## src/hw/rtl/rgsp_pkg.sv

```systemverilog
// ----------------------------------------------------------------------------
// rgsp_pkg
// shared types, codes and helpers of the run-length glyph scan line painter
// ----------------------------------------------------------------------------
`default_nettype none

package rgsp_pkg;

   // field widths of the request and result items
   localparam int MODE_W   = 3;
   localparam int LINE_W   = 8;
   localparam int POS_W    = 16;
   localparam int GDIM_W   = 8;
   localparam int RLEN_W   = 7;
   localparam int SPAN_L_W = 8;

   // defaults of the top level parameters
   localparam int LINE_HEIGHT_DEF = 32;
   localparam int QUEUE_DEPTH_DEF = 4;

   // gap between glyphs on the pen
   localparam int GLYPH_GAP = 3;

   // request mode codes
   localparam logic [MODE_W-1:0] MODE_BEGIN  = 3'd0;
   localparam logic [MODE_W-1:0] MODE_TEXT   = 3'd1;
   localparam logic [MODE_W-1:0] MODE_HEADER = 3'd2;
   localparam logic [MODE_W-1:0] MODE_RUN    = 3'd3;
   localparam logic [MODE_W-1:0] MODE_END    = 3'd4;

   // classified operation handed from front to back
   typedef enum logic [2:0] {
      OP_NONE,
      OP_BEGIN,
      OP_TEXT,
      OP_HEADER,
      OP_RUN,
      OP_END
   } op_type;

   // glyph walk phase
   typedef enum logic [1:0] {
      PH_IDLE,
      PH_SEEK,
      PH_PAINT
   } phase_type;

   // one queued command
   typedef struct packed {
      op_type              op;
      logic [LINE_W-1:0]   line_index;
      logic [POS_W-1:0]    pos_x;
      logic [POS_W-1:0]    pos_y;
      logic [GDIM_W-1:0]   glyph_width;
      logic [GDIM_W-1:0]   glyph_height;
      logic                run_black;
      logic [RLEN_W-1:0]   run_length;
   } cmd_type;

   // head of the command queue as seen by the back end
   typedef struct packed {
      logic    valid;
      cmd_type cmd;
   } q_head_type;

   // 16-bit add that saturates at the top
   function automatic logic [POS_W-1:0] sat_add16(input logic [POS_W-1:0] a,
                                                 input logic [8:0]       b);
      logic [POS_W:0] s;
      s = {1'b0, a} + {{(POS_W-8){1'b0}}, b};
      return s[POS_W] ? {POS_W{1'b1}} : s[POS_W-1:0];
   endfunction

endpackage

`default_nettype wire

```

## src/hw/rtl/rgsp_if.sv

```systemverilog
// ----------------------------------------------------------------------------
// rgsp_if
// request and result channels of the glyph scan line painter
// ----------------------------------------------------------------------------
`default_nettype none

// request channel
interface rgsp_req_if import rgsp_pkg::*; ();
   logic                valid;
   logic                ready;
   logic [MODE_W-1:0]   mode;
   logic [LINE_W-1:0]   line_index;
   logic [POS_W-1:0]    pos_x;
   logic [POS_W-1:0]    pos_y;
   logic [GDIM_W-1:0]   glyph_width;
   logic [GDIM_W-1:0]   glyph_height;
   logic                run_black;
   logic [RLEN_W-1:0]   run_length;

   modport source (output valid, mode, line_index, pos_x, pos_y, glyph_width,
                   glyph_height, run_black, run_length, input ready);
   modport sink   (input valid, mode, line_index, pos_x, pos_y, glyph_width,
                   glyph_height, run_black, run_length, output ready);
endinterface

// result channel
interface rgsp_rsp_if import rgsp_pkg::*; ();
   logic                valid;
   logic                ready;
   logic                span_valid;
   logic [POS_W-1:0]    span_start;
   logic [SPAN_L_W-1:0] span_length;
   logic                glyph_done;
   logic                line_changed;
   logic                line_done;

   modport source (output valid, span_valid, span_start, span_length, glyph_done,
                   line_changed, line_done, input ready);
   modport sink   (input valid, span_valid, span_start, span_length, glyph_done,
                   line_changed, line_done, output ready);
endinterface

`default_nettype wire

```

## src/hw/rtl/rle_glyph_scanline_painter_unit.sv

```systemverilog
// a request transfer is written into the command queue; the back end pops it and registers its result
// throughput: one item per cycle while the result channel is ready; the back end logic is combinational
// the command queue lets the front keep taking transfers while a result waits at the output
// reset: synchronous, active high; empties the queue, clears the walk state and result valid
// ----------------------------------------------------------------------------
// rle_glyph_scanline_painter_unit
// renders black spans of one scan line from run-length coded glyph rows
// ----------------------------------------------------------------------------
`default_nettype none

module rle_glyph_scanline_painter_unit import rgsp_pkg::*; #(
   parameter int LINE_HEIGHT = LINE_HEIGHT_DEF,
   parameter int QUEUE_DEPTH = QUEUE_DEPTH_DEF
) (
   input  wire logic  clock,
   input  wire logic  reset,
   rgsp_req_if.sink   req_ch,
   rgsp_rsp_if.source rsp_ch
);

   q_head_type head;
   logic       pop;

   // accept and classify
   rgsp_front #(
      .QUEUE_DEPTH (QUEUE_DEPTH)
   ) u_front (
      .clock  (clock),
      .reset  (reset),
      .req_ch (req_ch),
      .head   (head),
      .pop    (pop)
   );

   // execute and report
   rgsp_back #(
      .LINE_HEIGHT (LINE_HEIGHT)
   ) u_back (
      .clock  (clock),
      .reset  (reset),
      .head   (head),
      .pop    (pop),
      .rsp_ch (rsp_ch)
   );

endmodule

`default_nettype wire

```

## src/hw/rtl/rgsp_front.sv

```systemverilog
// ----------------------------------------------------------------------------
// rgsp_front
// accepts request transfers, classifies the mode and queues the commands
// ----------------------------------------------------------------------------
`default_nettype none

module rgsp_front import rgsp_pkg::*; #(
   parameter int QUEUE_DEPTH = QUEUE_DEPTH_DEF
) (
   input  wire logic   clock,
   input  wire logic   reset,
   rgsp_req_if.sink    req_ch,
   output q_head_type  head,
   input  wire logic   pop
);

   localparam int PTR_W = (QUEUE_DEPTH > 1) ? $clog2(QUEUE_DEPTH) : 1;
   localparam int CNT_W = $clog2(QUEUE_DEPTH + 1);
   localparam logic [PTR_W-1:0] PTR_LAST = PTR_W'(QUEUE_DEPTH - 1);
   localparam logic [CNT_W-1:0] CNT_FULL = CNT_W'(QUEUE_DEPTH);

   cmd_type          mem_ff [QUEUE_DEPTH];
   logic [PTR_W-1:0] wr_ptr_ff, wr_ptr_in;
   logic [PTR_W-1:0] rd_ptr_ff, rd_ptr_in;
   logic [CNT_W-1:0] count_ff, count_in;
   logic             push;
   op_type           op;
   cmd_type          cmd;

   // classify the incoming mode
   always_comb begin
      case (req_ch.mode)
         MODE_BEGIN:  op = OP_BEGIN;
         MODE_TEXT:   op = OP_TEXT;
         MODE_HEADER: op = OP_HEADER;
         MODE_RUN:    op = OP_RUN;
         MODE_END:    op = OP_END;
         default:     op = OP_NONE;
      endcase
   end

   always_comb begin
      cmd.op           = op;
      cmd.line_index   = req_ch.line_index;
      cmd.pos_x        = req_ch.pos_x;
      cmd.pos_y        = req_ch.pos_y;
      cmd.glyph_width  = req_ch.glyph_width;
      cmd.glyph_height = req_ch.glyph_height;
      cmd.run_black    = req_ch.run_black;
      cmd.run_length   = req_ch.run_length;
   end

   // queue handshake
   assign req_ch.ready = (count_ff != CNT_FULL);
   assign push         = req_ch.valid && req_ch.ready;
   assign head.valid   = (count_ff != '0);
   assign head.cmd     = mem_ff[rd_ptr_ff];

   // pointer and fill count update
   always_comb begin
      wr_ptr_in = wr_ptr_ff;
      rd_ptr_in = rd_ptr_ff;
      count_in  = count_ff;
      if (push) begin
         wr_ptr_in = (wr_ptr_ff == PTR_LAST) ? '0 : wr_ptr_ff + 1'b1;
      end
      if (pop) begin
         rd_ptr_in = (rd_ptr_ff == PTR_LAST) ? '0 : rd_ptr_ff + 1'b1;
      end
      if (push && !pop) begin
         count_in = count_ff + 1'b1;
      end else if (pop && !push) begin
         count_in = count_ff - 1'b1;
      end
   end

   always_ff @(posedge clock) begin
      if (reset) begin
         wr_ptr_ff <= '0;
         rd_ptr_ff <= '0;
         count_ff  <= '0;
      end else begin
         wr_ptr_ff <= wr_ptr_in;
         rd_ptr_ff <= rd_ptr_in;
         count_ff  <= count_in;
      end
   end

   // queue storage
   always_ff @(posedge clock) begin
      if (push) begin
         mem_ff[wr_ptr_ff] <= cmd;
      end
   end

`ifndef SYNTH
   // fill count never passes the depth
   a_count_bound: assert property (@(posedge clock) disable iff (reset)
      count_ff <= CNT_FULL)
      else $error("queue fill count beyond depth");

   // back end never pops an empty queue
   a_no_underflow: assert property (@(posedge clock) disable iff (reset)
      pop |-> head.valid)
      else $error("pop from empty queue");

   // a transfer with no pop grows the fill count by one
   a_count_grow: assert property (@(posedge clock) disable iff (reset)
      (push && !pop) |=> count_ff == $past(count_ff) + 1'b1)
      else $error("queue fill count lost a transfer");
`endif

endmodule

`default_nettype wire

```

## src/hw/rtl/rgsp_back.sv

```systemverilog
// ----------------------------------------------------------------------------
// rgsp_back
// carries out queued commands: glyph row seek, span clipping, line marking
// ----------------------------------------------------------------------------
`default_nettype none

module rgsp_back import rgsp_pkg::*; #(
   parameter int LINE_HEIGHT = LINE_HEIGHT_DEF
) (
   input  wire logic       clock,
   input  wire logic       reset,
   input  wire q_head_type head,
   output logic            pop,
   rgsp_rsp_if.source      rsp_ch
);

   typedef struct packed {
      logic                span_valid;
      logic [POS_W-1:0]    span_start;
      logic [SPAN_L_W-1:0] span_length;
      logic                glyph_done;
      logic                line_changed;
      logic                line_done;
   } res_type;

   // walk state
   logic [LINE_W-1:0]  current_line_ff, current_line_in;
   logic [POS_W-1:0]   text_top_ff, text_top_in;
   logic [POS_W-1:0]   pen_column_ff, pen_column_in;
   logic [POS_W-1:0]   glyph_column_ff, glyph_column_in;
   logic               text_in_band_ff, text_in_band_in;
   logic               line_stopped_ff, line_stopped_in;
   logic               changed_flag_ff, changed_flag_in;
   phase_type          phase_ff, phase_in;
   logic [POS_W-1:0]   row_start_ff, row_start_in;
   logic [POS_W-1:0]   run_sum_ff, run_sum_in;
   logic [GDIM_W-1:0]  pixel_ff, pixel_in;
   logic [GDIM_W-1:0]  width_ff, width_in;

   // result register
   logic               out_valid_ff, out_valid_in;
   res_type            out_ff, res_in;

   // datapath helpers
   cmd_type            cmd;
   logic [POS_W:0]     line17;
   logic [POS_W:0]     py17;
   logic [POS_W:0]     band_end;
   logic               margin_hit;
   logic               in_band;
   logic [18:0]        row_w;
   logic [POS_W-1:0]   row_prod;
   logic [POS_W:0]     seek_sum;
   logic [POS_W:0]     paint_len;
   logic               do_paint;
   logic [GDIM_W-1:0]  room;
   logic [GDIM_W-1:0]  paint_n;
   logic               span_hit;

   assign cmd = head.cmd;
   assign pop = head.valid && (!out_valid_ff || rsp_ch.ready);

   // band and margin tests of a text start
   always_comb begin
      line17     = {{(POS_W+1-LINE_W){1'b0}}, current_line_ff};
      py17       = {1'b0, cmd.pos_y};
      band_end   = py17 + (POS_W+1)'(LINE_HEIGHT);
      margin_hit = ((cmd.pos_y != '0) && (line17 == py17 - 1'b1)) ||
                   (line17 == band_end + 1'b1);
      in_band    = (line17 >= py17) && (line17 < band_end);
   end

   // glyph row and row start offset of a header
   always_comb begin
      row_w    = {11'b0, current_line_ff} + {11'b0, cmd.glyph_height}
               - {3'b0, text_top_ff} - 19'(LINE_HEIGHT);
      row_prod = {8'b0, row_w[7:0]} * {8'b0, cmd.glyph_width};
      seek_sum = {1'b0, run_sum_ff} + {{(POS_W+1-RLEN_W){1'b0}}, cmd.run_length};
   end

   // next state
   always_comb begin
      current_line_in = current_line_ff;
      text_top_in     = text_top_ff;
      pen_column_in   = pen_column_ff;
      glyph_column_in = glyph_column_ff;
      text_in_band_in = text_in_band_ff;
      line_stopped_in = line_stopped_ff;
      changed_flag_in = changed_flag_ff;
      phase_in        = phase_ff;
      row_start_in    = row_start_ff;
      run_sum_in      = run_sum_ff;
      pixel_in        = pixel_ff;
      width_in        = width_ff;
      paint_len       = '0;
      do_paint        = 1'b0;
      room            = width_ff - pixel_ff;
      paint_n         = '0;
      span_hit        = 1'b0;

      case (cmd.op)
         OP_BEGIN: begin
            current_line_in = cmd.line_index;
            text_top_in     = '0;
            pen_column_in   = '0;
            glyph_column_in = '0;
            text_in_band_in = 1'b0;
            line_stopped_in = 1'b0;
            changed_flag_in = 1'b0;
            phase_in        = PH_IDLE;
            row_start_in    = '0;
            run_sum_in      = '0;
            pixel_in        = '0;
            width_in        = '0;
         end
         OP_TEXT: begin
            if (!line_stopped_ff) begin
               phase_in      = PH_IDLE;
               text_top_in   = cmd.pos_y;
               pen_column_in = cmd.pos_x;
               if (margin_hit) begin
                  changed_flag_in = 1'b1;
                  line_stopped_in = 1'b1;
                  text_in_band_in = 1'b0;
               end else begin
                  text_in_band_in = in_band;
               end
            end
         end
         OP_HEADER: begin
            phase_in = PH_IDLE;
            if (!line_stopped_ff && text_in_band_ff) begin
               glyph_column_in = pen_column_ff;
               pen_column_in   = sat_add16(pen_column_ff,
                                           {1'b0, cmd.glyph_width} + 9'(GLYPH_GAP));
               if (!row_w[18]) begin
                  changed_flag_in = 1'b1;
                  if (cmd.glyph_width != '0) begin
                     row_start_in = row_prod;
                     run_sum_in   = '0;
                     pixel_in     = '0;
                     width_in     = cmd.glyph_width;
                     phase_in     = PH_SEEK;
                  end
               end
            end
         end
         OP_RUN: begin
            if (!line_stopped_ff && phase_ff != PH_IDLE) begin
               if (cmd.run_length == '0) begin
                  phase_in = PH_IDLE;
               end else if (phase_ff == PH_SEEK) begin
                  run_sum_in = seek_sum[POS_W-1:0];
                  if (seek_sum > {1'b0, row_start_ff}) begin
                     phase_in  = PH_PAINT;
                     paint_len = seek_sum - {1'b0, row_start_ff};
                     do_paint  = 1'b1;
                  end
               end else begin
                  paint_len = {{(POS_W+1-RLEN_W){1'b0}}, cmd.run_length};
                  do_paint  = 1'b1;
               end
            end
         end
         OP_END, OP_NONE: begin
            phase_in = phase_ff;
         end
         default: begin
            phase_in = phase_ff;
         end
      endcase

      // clip the run to the rest of the glyph row
      if (do_paint) begin
         paint_n  = (paint_len < {{(POS_W+1-GDIM_W){1'b0}}, room})
                  ? paint_len[GDIM_W-1:0] : room;
         span_hit = cmd.run_black && (paint_n != '0);
         pixel_in = pixel_ff + paint_n;
         if (pixel_in >= width_ff) begin
            phase_in = PH_IDLE;
         end
      end
   end

   // result fields
   always_comb begin
      res_in.span_valid   = span_hit;
      res_in.span_start   = span_hit ? sat_add16(glyph_column_ff, {1'b0, pixel_ff}) : '0;
      res_in.span_length  = span_hit ? paint_n : '0;
      res_in.glyph_done   = (phase_in == PH_IDLE);
      res_in.line_changed = changed_flag_in;
      res_in.line_done    = (cmd.op == OP_END);
   end

   // result register handshake
   always_comb begin
      out_valid_in = out_valid_ff;
      if (pop) begin
         out_valid_in = 1'b1;
      end else if (rsp_ch.ready) begin
         out_valid_in = 1'b0;
      end
   end

   // control state
   always_ff @(posedge clock) begin
      if (reset) begin
         current_line_ff <= '0;
         text_top_ff     <= '0;
         pen_column_ff   <= '0;
         glyph_column_ff <= '0;
         text_in_band_ff <= 1'b0;
         line_stopped_ff <= 1'b0;
         changed_flag_ff <= 1'b0;
         phase_ff        <= PH_IDLE;
         row_start_ff    <= '0;
         run_sum_ff      <= '0;
         pixel_ff        <= '0;
         width_ff        <= '0;
         out_valid_ff    <= 1'b0;
      end else begin
         out_valid_ff <= out_valid_in;
         if (pop) begin
            current_line_ff <= current_line_in;
            text_top_ff     <= text_top_in;
            pen_column_ff   <= pen_column_in;
            glyph_column_ff <= glyph_column_in;
            text_in_band_ff <= text_in_band_in;
            line_stopped_ff <= line_stopped_in;
            changed_flag_ff <= changed_flag_in;
            phase_ff        <= phase_in;
            row_start_ff    <= row_start_in;
            run_sum_ff      <= run_sum_in;
            pixel_ff        <= pixel_in;
            width_ff        <= width_in;
         end
      end
   end

   // result payload
   always_ff @(posedge clock) begin
      if (pop) begin
         out_ff <= res_in;
      end
   end

   assign rsp_ch.valid        = out_valid_ff;
   assign rsp_ch.span_valid   = out_ff.span_valid;
   assign rsp_ch.span_start   = out_ff.span_start;
   assign rsp_ch.span_length  = out_ff.span_length;
   assign rsp_ch.glyph_done   = out_ff.glyph_done;
   assign rsp_ch.line_changed = out_ff.line_changed;
   assign rsp_ch.line_done    = out_ff.line_done;

`ifndef SYNTH
   // a reported span always covers pixels
   a_span_nonzero: assert property (@(posedge clock) disable iff (reset)
      (out_valid_ff && out_ff.span_valid) |-> out_ff.span_length != '0)
      else $error("span reported with zero length");

   // glyph done in the result matches the phase left behind
   a_done_phase: assert property (@(posedge clock) disable iff (reset)
      pop |=> out_ff.glyph_done == (phase_ff == PH_IDLE))
      else $error("glyph done disagrees with phase");

   // a stopped line never has a text in band
   a_stop_band: assert property (@(posedge clock) disable iff (reset)
      line_stopped_ff |-> !text_in_band_ff)
      else $error("text in band on a stopped line");

   // painting always has pixels left in the row
   a_paint_room: assert property (@(posedge clock) disable iff (reset)
      (phase_ff == PH_PAINT) |-> pixel_ff < width_ff)
      else $error("painting past the glyph width");
`endif

endmodule

`default_nettype wire

```

## src/flat_wrapper.sv

```systemverilog
// flat-port wrapper written by rule: the top's interface ports become plain ports
module rle_glyph_scanline_painter_unit_flat import rgsp_pkg::*;
#(
   parameter int LINE_HEIGHT = LINE_HEIGHT_DEF,
   parameter int QUEUE_DEPTH = QUEUE_DEPTH_DEF
)
  (clock, reset, req_ch_valid, req_ch_mode, req_ch_line_index, req_ch_pos_x, req_ch_pos_y, req_ch_glyph_width, req_ch_glyph_height, req_ch_run_black, req_ch_run_length, req_ch_ready, rsp_ch_valid, rsp_ch_span_valid, rsp_ch_span_start, rsp_ch_span_length, rsp_ch_glyph_done, rsp_ch_line_changed, rsp_ch_line_done, rsp_ch_ready);
  rgsp_req_if req_ch_i ();
  rgsp_rsp_if rsp_ch_i ();
  input  wire logic clock;
  input  wire logic reset;
  input wire logic [$bits(req_ch_i.valid)-1:0] req_ch_valid;
  input wire logic [$bits(req_ch_i.mode)-1:0] req_ch_mode;
  input wire logic [$bits(req_ch_i.line_index)-1:0] req_ch_line_index;
  input wire logic [$bits(req_ch_i.pos_x)-1:0] req_ch_pos_x;
  input wire logic [$bits(req_ch_i.pos_y)-1:0] req_ch_pos_y;
  input wire logic [$bits(req_ch_i.glyph_width)-1:0] req_ch_glyph_width;
  input wire logic [$bits(req_ch_i.glyph_height)-1:0] req_ch_glyph_height;
  input wire logic [$bits(req_ch_i.run_black)-1:0] req_ch_run_black;
  input wire logic [$bits(req_ch_i.run_length)-1:0] req_ch_run_length;
  output wire logic [$bits(req_ch_i.ready)-1:0] req_ch_ready;
  output wire logic [$bits(rsp_ch_i.valid)-1:0] rsp_ch_valid;
  output wire logic [$bits(rsp_ch_i.span_valid)-1:0] rsp_ch_span_valid;
  output wire logic [$bits(rsp_ch_i.span_start)-1:0] rsp_ch_span_start;
  output wire logic [$bits(rsp_ch_i.span_length)-1:0] rsp_ch_span_length;
  output wire logic [$bits(rsp_ch_i.glyph_done)-1:0] rsp_ch_glyph_done;
  output wire logic [$bits(rsp_ch_i.line_changed)-1:0] rsp_ch_line_changed;
  output wire logic [$bits(rsp_ch_i.line_done)-1:0] rsp_ch_line_done;
  input wire logic [$bits(rsp_ch_i.ready)-1:0] rsp_ch_ready;
  assign req_ch_i.valid = req_ch_valid;
  assign req_ch_i.mode = req_ch_mode;
  assign req_ch_i.line_index = req_ch_line_index;
  assign req_ch_i.pos_x = req_ch_pos_x;
  assign req_ch_i.pos_y = req_ch_pos_y;
  assign req_ch_i.glyph_width = req_ch_glyph_width;
  assign req_ch_i.glyph_height = req_ch_glyph_height;
  assign req_ch_i.run_black = req_ch_run_black;
  assign req_ch_i.run_length = req_ch_run_length;
  assign req_ch_ready = req_ch_i.ready;
  assign rsp_ch_valid = rsp_ch_i.valid;
  assign rsp_ch_span_valid = rsp_ch_i.span_valid;
  assign rsp_ch_span_start = rsp_ch_i.span_start;
  assign rsp_ch_span_length = rsp_ch_i.span_length;
  assign rsp_ch_glyph_done = rsp_ch_i.glyph_done;
  assign rsp_ch_line_changed = rsp_ch_i.line_changed;
  assign rsp_ch_line_done = rsp_ch_i.line_done;
  assign rsp_ch_i.ready = rsp_ch_ready;
  rle_glyph_scanline_painter_unit #(.LINE_HEIGHT(LINE_HEIGHT), .QUEUE_DEPTH(QUEUE_DEPTH)) u_core (.clock(clock), .reset(reset), .req_ch(req_ch_i), .rsp_ch(rsp_ch_i));
endmodule
```

## config.mk

```make
export PLATFORM = sky130hd
export DESIGN_NAME = rle_glyph_scanline_painter_unit_flat
export DESIGN_NICKNAME = d
export VERILOG_FILES = /design/src/hw/rtl/rgsp_pkg.sv /design/src/hw/rtl/rgsp_if.sv /design/src/hw/rtl/rle_glyph_scanline_painter_unit.sv /design/src/hw/rtl/rgsp_front.sv /design/src/hw/rtl/rgsp_back.sv /design/src/flat_wrapper.sv
export SDC_FILE = /design/constraint.sdc
export NUM_CORES = 1
export LEC_CHECK = 0
export BUFFER_PORTS_ARGS = -buffer_cell sky130_fd_sc_hd__buf_2
export CORE_MARGIN = 2
export CORE_UTILIZATION = 47
export CTS_CLUSTER_DIAMETER = 100
export CTS_CLUSTER_SIZE = 25
export DETAILED_ROUTE_END_ITERATION = 16
export GPL_ROUTABILITY_DRIVEN = 0
export PLACE_DENSITY = 0.76
export SKIP_CTS_REPAIR_TIMING = 1
export SYNTH_ARGS = -nofsm -noshare
export SYNTH_HDL_FRONTEND = slang
export SYNTH_SLANG_ARGS = --single-unit
```

## constraint.sdc

```tcl
create_clock -name clock -period 18.1 [get_ports clock]
set_input_delay 1.81 -clock clock [delete_from_list [all_inputs] [get_ports clock]]
set_output_delay 1.81 -clock clock [all_outputs]
set_load 0.05 [all_outputs]
```

==> insert_results.sql, run 1 <==
INSERT INTO impl_metrics (metric_group, metric, value, unit) VALUES
('run_status', 'run_status', 'finished, final reports clean', ''),
('timing', 'period_share', '56.0', '%'),
('synthesis', 'synthDistinctLibCells', '81', ''),
('cells_and_area', 'syn_to_final_growth', '7.83', '%'),
('flow_run', 'max_cap_violations', '0', ''),
('timing', 'fin_tns_setup', '0', 'ns'),
('worst_setup_path', 'worstPathMaxFanout', '10', ''),
('timing', 'maximum_clock_skew_at_final_layout', '0.0311', 'ns'),
('timing', 'worstMarginPinSlew', '1.31', 'ns'),
('worst_setup_path', 'worst-setup-path-type', 'reg2reg', ''),
('hold_path', 'min_path_type', 'reg2reg', ''),
('place', 'place_hpwl', '38.3', 'mm'),
('synthesis', 'synth_area', '0.0233', 'mm²'),
('cells_and_area', 'fillers', '4170', ''),
('clock_network', 'cts_sinks', '415', ''),
('synthesis', 'synthesis.area_per_instance', '11.2', 'µm²'),
('synthesis', 'synthesized_instance_count', '2084', ''),
('cells_and_area', 'drive_gt1_share', '11.5', '%'),
('timing', 'timing.final.crit_period', '10.14', 'ns'),
('grt', 'initial_antenna_violation_count', '6', ''),
('floorplanning', 'coreArea', '0.0490', 'mm²'),
('grt', 'grt_max_degree', '69', ''),
('worst_setup_path', 'setup.worst_path.start_class', 'flop', ''),
('worst_setup_path', 'critical_path_arrival', '10.47', 'ns'),
('floorplanning', 'die_height', '227', 'µm'),
('detailed_routing', 'detailroute.via_count', '16300', ''),
('synthesis', 'synth-seq-area-share', '48.3', '%'),
('synthesis', 'yosys_most_used_dff', 'sky130_fd_sc_hd__edfxtp_1', ''),
('synthesis', 'synth.net_count', '2352', ''),
('grt', 'grt_pass1_wl', '84.5', 'mm'),
('floorplanning', 'start_util', '47.7', '%'),
('detailed_routing', 'dr_iter_0_viols', '1554', ''),
('clock_network', 'worstSkewPairLatency', '0.58', 'ns'),
('cells_and_area', 'register_area', '0.0113', 'mm²'),
('clock_network', 'longest_clk_path_bufs', '3', ''),
('clock_network', 'clockRootBuffer', 'sky130_fd_sc_hd__clkbuf_16', ''),
('detailed_routing', 'drcViolationCount', '0', ''),
('place', 'placement.io_buffers', '100', ''),
('synthesis', 'synth_enable_flop_cells', '296', ''),
('detailed_routing', 'totalWireLength', '52.8', 'mm'),
('grt', 'grt.total_usage', '20.6', '%'),
('timing', 'fmax', '0.0986', 'GHz'),
('synthesis', 'ys_ff_latch', '415', ''),
('cells_and_area', 'num-nets-final', '2410', ''),
('detailed_routing', 'routed_length_per_instance', '18.7', 'µm'),
('worst_setup_path', 'largest_stage_delay_worst_path', '0.59', 'ns'),
('clock_network', 'clk_pin_slew', '0.10', 'ns'),
('timing', 'finalSetupViolCount', '0', ''),
('floorplanning', 'standard_cell_row_count', '81', ''),
('worst_setup_path', 'critPathCaptureType', 'flop', ''),
('floorplanning', 'io_pins', '101', ''),
('detailed_routing', 'drt.antenna.violating_nets', '0', ''),
('worst_setup_path', 'cp_data_required_time', '18.43', 'ns'),
('timing', 'rsz0062_at_grt', 'no', ''),
('detailed_routing', 'post_drt_via_cell_ratio', '5.78', ''),
('worst_setup_path', 'crit_path_top_delay_cell', 'sky130_fd_sc_hd__mux4_2', ''),
('grt', 'first_global_vias', '16200', ''),
('floorplanning', 'die_width', '227', 'µm'),
('timing', 'final-max-slew-violation-count', '0', ''),
('clock_network', 'tritoncts', 'built', ''),
('synthesis', 'synthArstFlopShare', '0', '%'),
('clock_network', 'numCtsBuffers', '21', ''),
('clock_network', 'htreeDepth', '1', ''),
('floorplanning', 'die-area', '0.0514', 'mm²'),
('synthesis', 'synth_warnings', '0', ''),
('detailed_routing', 'drt_first_pass_iters', '5', ''),
('cells_and_area', 'multi_input_area', '0.0110', 'mm²'),
('grt', 'globalRoute.totalOverflow', '0', ''),
('timing', 'timing.final.hold_violations', '0', ''),
('timing', 'relSlewSlack', '12.7', '%'),
('worst_setup_path', 'critical_path.most_common_cell', 'sky130_fd_sc_hd__a21o_1', '');
==> cells in the mapped netlist, types with 16 or more instances <==
cell type                    n  area share (%)
sky130_fd_sc_hd__mux4_2     68             6.6
sky130_fd_sc_hd__xnor2_1    57             2.1
sky130_fd_sc_hd__a31oi_1    16            0.43
sky130_fd_sc_hd__inv_1     191             3.1
sky130_fd_sc_hd__a211oi_1   18            0.58
sky130_fd_sc_hd__and2_1     42             1.1
sky130_fd_sc_hd__a21o_1     38             1.2
sky130_fd_sc_hd__nand2_1   163             2.6
sky130_fd_sc_hd__nor3_1     37            0.79
sky130_fd_sc_hd__nor2_1    135             2.2
sky130_fd_sc_hd__nand3_1    87             1.9
sky130_fd_sc_hd__nor2b_1    21            0.56
sky130_fd_sc_hd__clkbuf_1   57            0.92
sky130_fd_sc_hd__a21oi_1   166             3.6
sky130_fd_sc_hd__ha_1      146             7.8
sky130_fd_sc_hd__edfxtp_1  296              38
sky130_fd_sc_hd__and3_1     16            0.43
sky130_fd_sc_hd__nand4_1    18            0.48
sky130_fd_sc_hd__dfxtp_1   119              10
sky130_fd_sc_hd__o21ai_0    63             1.4
sky130_fd_sc_hd__fa_1       51             4.4
sky130_fd_sc_hd__xor2_1     31             1.2
sky130_fd_sc_hd__nand2b_1   21            0.56
==> final timing paths <==
path,from,to,slack (ns),cells past startpoint
setup / recovery,flop,u_core.u_back.rsp_ch.glyph_done,7.96,44
hold / removal,u_core.u_back.text_top_ff[11],u_core.u_back.text_top_ff[11],0.46,2
setup reg to reg,flop,u_core.u_back.rsp_ch.glyph_done,7.96,44
hold reg to reg,u_core.u_back.text_top_ff[11],u_core.u_back.text_top_ff[11],0.46,2
==> cells by family (layout without fill, tap and decap cells) <==
| family | Yosys count | in the layout | share of synthesized area (%) |
|---|---|---|---|
| XOR/XNOR | 88 | 88 | 3.30 |
| multiplexers | 79 | 79 | 7.05 |
| AND/OR/NAND/NOR | 593 | 593 | 12.5 |
| other | 0 | 2 | 0 |
| adder cells (fa/ha/maj) | 197 | 197 | 12.2 |
| flip-flops | 415 | 415 | 48.3 |
| AO/OA/AOI/OAI | 435 | 435 | 12.0 |
| buffers and inverters | 277 | 350 | 4.68 |
==> cells in the final DEF (no fill, tap or decap), types with 20 or more instances in the layout <==
master / count
sky130_fd_sc_hd__edfxtp_1: 296
sky130_fd_sc_hd__inv_1: 191
sky130_fd_sc_hd__a21oi_1: 166
sky130_fd_sc_hd__nand2_1: 163
sky130_fd_sc_hd__ha_1: 146
sky130_fd_sc_hd__nor2_1: 133
sky130_fd_sc_hd__dfxtp_1: 117
sky130_fd_sc_hd__buf_2: 99
sky130_fd_sc_hd__nand3_1: 87
sky130_fd_sc_hd__mux4_2: 68
sky130_fd_sc_hd__o21ai_0: 63
sky130_fd_sc_hd__xnor2_1: 57
sky130_fd_sc_hd__fa_1: 51
sky130_fd_sc_hd__and2_1: 42
sky130_fd_sc_hd__a21o_1: 38
sky130_fd_sc_hd__nor3_1: 36
sky130_fd_sc_hd__xor2_1: 31
sky130_fd_sc_hd__clkbuf_16: 24
sky130_fd_sc_hd__nor2b_1: 21
sky130_fd_sc_hd__nand2b_1: 21
sky130_fd_sc_hd__buf_4: 20
==> per-stage QoR <==
step	hold slack, ns	instance area [µm²]	cells	util [%]	setup WS, ns
2_1_floorplan	0.426	23300	2084	-	8.98
3_3_place_gp	0.437	24500	2783	50.0	8.41
3_5_place_dp	0.446	24500	2783	50.0	8.10
4_1_cts	0.462	25200	2821	51.4	8.05
5_1_grt	0.482	25200	2823	51.4	7.11
6_report	0.462	25200	2823	51.4	7.96
==> critical path, delay by kind of cell, from the launching register on <==
kind | cells | cell delay, ns
buffers and inverters | 1 | 0.08
xor gates and xnor gates | 2 | 0.23
AOI/OAI and AO/OA | 22 | 4.38
adders and majority gates | 6 | 1.82
muxes | 1 | 0.59
and+or+nand+nor | 12 | 2.32
DFF | 1 | 0.45
==> cell type report <==
cell class,count,share of cell area (%)
sequential,415,44.8
inverter,193,2.88
antenna,2,0.0199
tap,664,3.30
clock inverter,4,0.149
multi-input combinational,1392,43.7
timing repair buffer,119,2.57
clock buffer,34,2.54
==> flip-flops by register name, summed over array words and instances, names as in the netlist, 3 cells and up, named ones only <==
signal	cells
u_core.u_back.width_ff	8
u_core.u_back.run_sum_ff	16
u_core.u_back.rsp_ch.span_length	8
u_core.u_back.rsp_ch.span_start	16
u_core.u_back.glyph_column_ff	16
u_core.u_front.count_ff	3
u_core.u_front.mem_ff	268
u_core.u_back.current_line_ff	8
u_core.u_back.text_top_ff	16
u_core.u_back.pen_column_ff	16
u_core.u_back.pixel_ff	8
u_core.u_back.row_start_ff	16
==> per-layer routing <==
| layer | share of wire (%) | GRT usage (%) | vias to the layer above | wire length, µm |
|---|---|---|---|---|
| met1 | 42 | 26.9 | 7960 | 22100 |
| met4 | 4.1 | 8.06 | 6 | 2140 |
| met2 | 47 | 34.3 | 565 | 25000 |
| met3 | 6.6 | 3.62 | 123 | 3460 |
| met5 | 0.074 | 0 | - | 39 |
| li1 | - | - | 7670 | - |
Power of run 1 is not shown: default switching activity piles up to over one toggle a cycle in this logic, so the estimate is an artifact.
==> run 2, diff against run 1 <==
clock period = 9.86 ns   (was 18.1 ns; I/O delays follow)
==> insert_results.sql, run 2 (synthesized netlist as in run 1, its figures left out) <==
INSERT INTO impl_metrics (metric_group, metric, value, unit) VALUES
('floorplanning', 'die-area', '0.0514', 'mm²'),
('cells_and_area', 'syn_to_final_growth', '8.30', '%'),
('cells_and_area', 'num-nets-final', '2419', ''),
('detailed_routing', 'drt.antenna.violating_nets', '0', ''),
('timing', 'relSlewSlack', '17.8', '%'),
('floorplanning', 'die_width', '227', 'µm'),
('clock_network', 'tritoncts', 'built', ''),
('grt', 'first_global_vias', '16000', ''),
('worst_setup_path', 'crit_path_top_delay_cell', 'sky130_fd_sc_hd__mux4_2', ''),
('detailed_routing', 'routed_length_per_instance', '18.7', 'µm'),
('place', 'placement.io_buffers', '100', ''),
('floorplanning', 'die_height', '227', 'µm'),
('clock_network', 'cts_sinks', '415', ''),
('cells_and_area', 'utilization', '51.6', '%'),
('worst_setup_path', 'worstPathMaxFanout', '9', ''),
('place', 'dpl-instance-area', '0.0245', 'mm²'),
('worst_setup_path', 'critical_path_arrival', '9.66', 'ns'),
('grt', 'globalRoute.totalOverflow', '0', ''),
('cells_and_area', 'fillers', '4204', ''),
('timing', 'final-max-slew-violation-count', '0', ''),
('flow_run', 'max_cap_violations', '0', ''),
('grt', 'grt_max_degree', '65', ''),
('clock_network', 'longest_clk_path_bufs', '3', ''),
('worst_setup_path', 'worst-setup-path-type', 'reg2reg', ''),
('cells_and_area', 'drive_gt1_share', '12.6', '%'),
('cells_and_area', 'final_common_cell', 'sky130_fd_sc_hd__edfxtp_1', ''),
('timing', 'rsz0062_at_grt', 'no', ''),
('detailed_routing', 'drt_first_pass_iters', '5', ''),
('timing', 'worstMarginPinSlew', '1.23', 'ns'),
('clock_network', 'htreeDepth', '1', ''),
('worst_setup_path', 'critical_path.most_common_cell', 'sky130_fd_sc_hd__a21o_1', ''),
('floorplanning', 'start_util', '47.7', '%'),
('clock_network', 'numCtsBuffers', '21', ''),
('timing', 'timing.final.crit_period', '9.35', 'ns'),
('detailed_routing', 'drcViolationCount', '0', ''),
('cells_and_area', 'max_flop_register', 'u_core.u_front.mem_ff', ''),
('grt', 'grt.total_usage', '20.5', '%'),
('place', 'place_hpwl', '38.1', 'mm'),
('cells_and_area', 'largest_register_ff_count', '268', ''),
('clock_network', 'clockRootBuffer', 'sky130_fd_sc_hd__clkbuf_16', ''),
('detailed_routing', 'post_drt_via_cell_ratio', '5.75', ''),
('timing', 'finalSetupViolCount', '0', ''),
('timing', 'fmax', '0.107', 'GHz'),
('timing', 'whs', '0.456', 'ns'),
('timing', 'timing.final.hold_violations', '0', ''),
('floorplanning', 'coreArea', '0.0490', 'mm²'),
('grt', 'initial_antenna_violation_count', '4', ''),
('worst_setup_path', 'cp_data_required_time', '10.18', 'ns'),
('worst_setup_path', 'critPathCaptureType', 'flop', ''),
('detailed_routing', 'detailroute.via_count', '16300', ''),
('floorplanning', 'standard_cell_row_count', '81', ''),
('detailed_routing', 'dr_iter_0_viols', '1401', ''),
('cells_and_area', 'design_area', '0.0253', 'mm²'),
('hold_path', 'min_path_type', 'reg2reg', ''),
('detailed_routing', 'totalWireLength', '52.9', 'mm'),
('floorplanning', 'io_pins', '101', ''),
('worst_setup_path', 'largest_stage_delay_worst_path', '0.56', 'ns'),
('cells_and_area', 'most-common-layout-cells', '296 x sky130_fd_sc_hd__edfxtp_1, 191 x sky130_fd_sc_hd__inv_1, 163 x sky130_fd_sc_hd__nand2_1', ''),
('run_status', 'run_status', 'finished, final reports clean', ''),
('clock_network', 'clk_pin_slew', '0.10', 'ns'),
('grt', 'grt_pass1_wl', '83.9', 'mm'),
('timing', 'maximum_clock_skew_at_final_layout', '0.0268', 'ns'),
('worst_setup_path', 'setup.worst_path.start_class', 'flop', ''),
('timing', 'period_share', '94.8', '%'),
('clock_network', 'worstSkewPairLatency', '0.57', 'ns');
[run 2: cell types whose count changed in the layout (fill, tap and decap cells not counted), sizes merged]
cell / before / now
inv: 194 / 195
buf: 119 / 128
clkinv: 3 / 2
[run 2: metrics by stage]
stage | worst slack (ns) | setup TNS [ns] | std cells
2_1_floorplan | 0.741 | 0 | 2084
3_3_place_gp | 0.350 | 0 | 2784
3_5_place_dp | -0.0590 | -0.0855 | 2784
4_1_cts | -0.0889 | -0.197 | 2822
5_1_grt | 0.0144 | 0 | 2831
6_report | 0.514 | 0 | 2832
[run 2: critical path: cells and delay by family (launching register included)]
family,cells,cell delay [ns]
compound gates,19,3.52
xor+xnor,2,0.24
fa+ha+maj,5,1.56
buf+inv,4,0.63
flops,1,0.42
mux,1,0.56
simple gates,12,2.14
[run 2: area by class of cell]
type / count / area, µm² / share of cell area (%)
Antenna cell: 2 / 5.00 / 0.0198
Tap cell: 664 / 831 / 3.29
Timing Repair Buffer: 128 / 713 / 2.82
Clock buffer: 34 / 596 / 2.36
Inverter: 193 / 726 / 2.87
Sequential cell: 415 / 11300 / 44.6
Multi-Input combinational cell: 1392 / 11100 / 43.8
Clock inverter: 4 / 43.8 / 0.173
[run 2: per-layer routing]
| layer | part of all wire (%) | global-route usage [%] |
|---|---|---|
| met5 | 0.043 | 0 |
| met4 | 4.2 | 8.38 |
| met3 | 6.7 | 3.50 |
| met2 | 47 | 33.9 |
| met1 | 42 | 26.8 |
[run 2: final timing paths]
check                                     start                              end  slack (ns)  depth (start not counted)
setup / recovery                           flop  u_core.u_back.rsp_ch.glyph_done        0.51                         43
hold reg to reg   u_core.u_back.text_top_ff[14]    u_core.u_back.text_top_ff[14]        0.46                          2
setup reg to reg                           flop  u_core.u_back.rsp_ch.glyph_done        0.51                         43
hold / removal    u_core.u_back.text_top_ff[14]    u_core.u_back.text_top_ff[14]        0.46                          2
Power of run 2 is left out for the same reason.
==> run 3, diff against run 2 <==
clock period = 8.7 ns   (was 9.86 ns; I/O delays follow)
==> insert_results.sql, run 3 (synthesized netlist as in run 1, its figures left out) <==
INSERT INTO impl_metrics (metric_group, metric, value, unit) VALUES
('grt', 'initial_antenna_violation_count', '4', ''),
('cells_and_area', 'most-common-layout-cells', '296 x sky130_fd_sc_hd__edfxtp_1, 186 x sky130_fd_sc_hd__inv_1, 162 x sky130_fd_sc_hd__nand2_1', ''),
('worst_setup_path', 'rr_endpoint', 'u_core.u_back.phase_ff[1]', ''),
('timing', 'worstMarginPinSlew', '1.19', 'ns'),
('place', 'placedCellCount', '2814', ''),
('cells_and_area', 'drive_gt1_share', '15.3', '%'),
('worst_setup_path', 'cp_data_required_time', '9.12', 'ns'),
('floorplanning', 'die-area', '0.0514', 'mm²'),
('detailed_routing', 'totalWireLength', '53.6', 'mm'),
('clock_network', 'clk_pin_slew', '0.10', 'ns'),
('detailed_routing', 'dr_iter_0_viols', '1441', ''),
('worst_setup_path', 'largest_stage_delay_worst_path', '0.53', 'ns'),
('grt', 'grt_max_degree', '81', ''),
('place', 'place_hpwl', '38.9', 'mm'),
('worst_setup_path', 'timing.critical_path.depth', '46', ''),
('run_status', 'run_status', 'finished, final reports clean', ''),
('clock_network', 'htreeDepth', '1', ''),
('worst_setup_path', 'timing.critical_path.max_delay_family', 'compound AO/OA/AOI/OAI gates', ''),
('clock_network', 'clockRootBuffer', 'sky130_fd_sc_hd__clkbuf_16', ''),
('worst_setup_path', 'setup.worst_path.start_class', 'flop', ''),
('flow_run', 'max_cap_violations', '0', ''),
('hold_path', 'min_path_type', 'reg2reg', ''),
('timing', 'timing.final.hold_violations', '0', ''),
('timing', 'rsz0062_at_grt', 'yes', ''),
('worst_setup_path', 'cp-endpoint', 'u_core.u_back.phase_ff[1]', ''),
('timing', 'whs', '0.456', 'ns'),
('grt', 'grt.total_usage', '20.9', '%'),
('clock_network', 'tritoncts', 'built', ''),
('detailed_routing', 'routed_length_per_instance', '18.7', 'µm'),
('cells_and_area', 'max_flop_register', 'u_core.u_front.mem_ff', ''),
('cells_and_area', 'syn_to_final_growth', '10.0', '%'),
('timing', 'maximum_clock_skew_at_final_layout', '0.0226', 'ns'),
('floorplanning', 'start_util', '47.7', '%'),
('timing', 'worst_slack', '0.263', 'ns'),
('cells_and_area', 'final_common_cell', 'sky130_fd_sc_hd__edfxtp_1', ''),
('floorplanning', 'coreArea', '0.0490', 'mm²'),
('worst_setup_path', 'critical_path_arrival', '8.86', 'ns'),
('clock_network', 'numCtsBuffers', '21', ''),
('cells_and_area', 'multi_input_area', '0.0113', 'mm²'),
('timing', 'period_share', '97.0', '%'),
('clock_network', 'worstSkewPairLatency', '0.58', 'ns'),
('timing', 'final-max-slew-violation-count', '0', ''),
('cells_and_area', 'fin_cells', '2861', ''),
('timing', 'timing.final.crit_period', '8.44', 'ns'),
('clock_network', 'cts_sinks', '415', ''),
('timing', 'relSlewSlack', '21.0', '%'),
('grt', 'globalRoute.totalOverflow', '0', ''),
('timing', 'fmax', '0.119', 'GHz'),
('worst_setup_path', 'reg2reg_setup_slack', '0.26', 'ns'),
('cells_and_area', 'fillers', '4108', ''),
('floorplanning', 'standard_cell_row_count', '81', ''),
('grt', 'first_global_vias', '16500', ''),
('cells_and_area', 'num-nets-final', '2449', ''),
('clock_network', 'longest_clk_path_bufs', '3', ''),
('detailed_routing', 'drcViolationCount', '0', ''),
('worst_setup_path', 'reg2reg_depth', '46', ''),
('worst_setup_path', 'crit_path_top_delay_cell', 'sky130_fd_sc_hd__mux4_2', ''),
('floorplanning', 'die_width', '227', 'µm'),
('place', 'placement.io_buffers', '100', ''),
('worst_setup_path', 'worst-setup-path-type', 'reg2reg', ''),
('cells_and_area', 'utilization', '52.4', '%'),
('detailed_routing', 'drt_first_pass_iters', '6', ''),
('worst_setup_path', 'worstPathMaxFanout', '5', ''),
('floorplanning', 'die_height', '227', 'µm'),
('cells_and_area', 'largest_register_ff_count', '268', ''),
('detailed_routing', 'drt.antenna.violating_nets', '0', ''),
('place', 'dp_slack', '-0.192', 'ns'),
('detailed_routing', 'post_drt_via_cell_ratio', '5.78', ''),
('cells_and_area', 'register_area', '0.0113', 'mm²'),
('worst_setup_path', 'critical_path.most_common_cell', 'sky130_fd_sc_hd__a21o_1', ''),
('timing', 'finalSetupViolCount', '0', ''),
('floorplanning', 'io_pins', '101', ''),
('detailed_routing', 'detailroute.via_count', '16600', ''),
('worst_setup_path', 'critPathCaptureType', 'flop', ''),
('grt', 'grt_pass1_wl', '85.7', 'mm'),
('worst_setup_path', 'crit_path_buffers_inverters', '3', '');
==> run 3: changes by cell type in the layout (fill, tap and decap cells not counted), sizes merged <==
cell / change
clkinv: +1
clkbuf: -1
buf: +30
diode: -1
==> run 3: final cells by class <==
cell class,instances,area share (%)
diodes,1,0.00975
multi-input cells,1392,43.8
repair buffers,158,3.69
inverters,193,2.83
clock inverters,5,0.200
flip-flops and latches,415,43.9
clock buffers,33,2.26
well taps,664,3.24
==> run 3: worst min-delay path by stage <==
stage | startpoint | end | slack, ns | depth (start not counted)
floorplan | u_core.u_back.text_top_ff[12] | u_core.u_back.text_top_ff[12] | 0.43 | 2
global placement | u_core.u_back.text_top_ff[12] | u_core.u_back.text_top_ff[12] | 0.44 | 2
detailed placement | u_core.u_back.text_top_ff[9] | u_core.u_back.text_top_ff[9] | 0.44 | 2
CTS | u_core.u_back.text_top_ff[9] | u_core.u_back.text_top_ff[9] | 0.46 | 2
global route | u_core.u_back.text_top_ff[13] | u_core.u_back.text_top_ff[13] | 0.48 | 2
finish | u_core.u_back.text_top_ff[9] | u_core.u_back.text_top_ff[9] | 0.46 | 2
==> run 3: per-layer routing <==
metal,up-vias,track usage (%),wire length (µm)
met5,-,0,28
met4,6,7.72,2060
met3,123,2.94,3370
met2,569,35.2,25800
met1,8113,27.5,22400
li1,7739,-,-
==> run 3: worst reg2reg max path: cells and delay by family (launching register included) <==
kind	cells	cell delay (ns)
buf+inv	3	0.44
compound gates	25	3.79
xor+xnor	2	0.35
simple gates	10	1.54
flops	1	0.40
fa+ha+maj	5	1.24
mux	1	0.53
==> run 3: through the flow <==
stage,area [µm²],TNS [ns]
CTS,25400,-0.658
finish,25700,0
global placement,24700,0
global route,25700,-0.529
floorplan,23400,0
detailed placement,24700,-0.527
Power of run 3 is left out for the same reason.
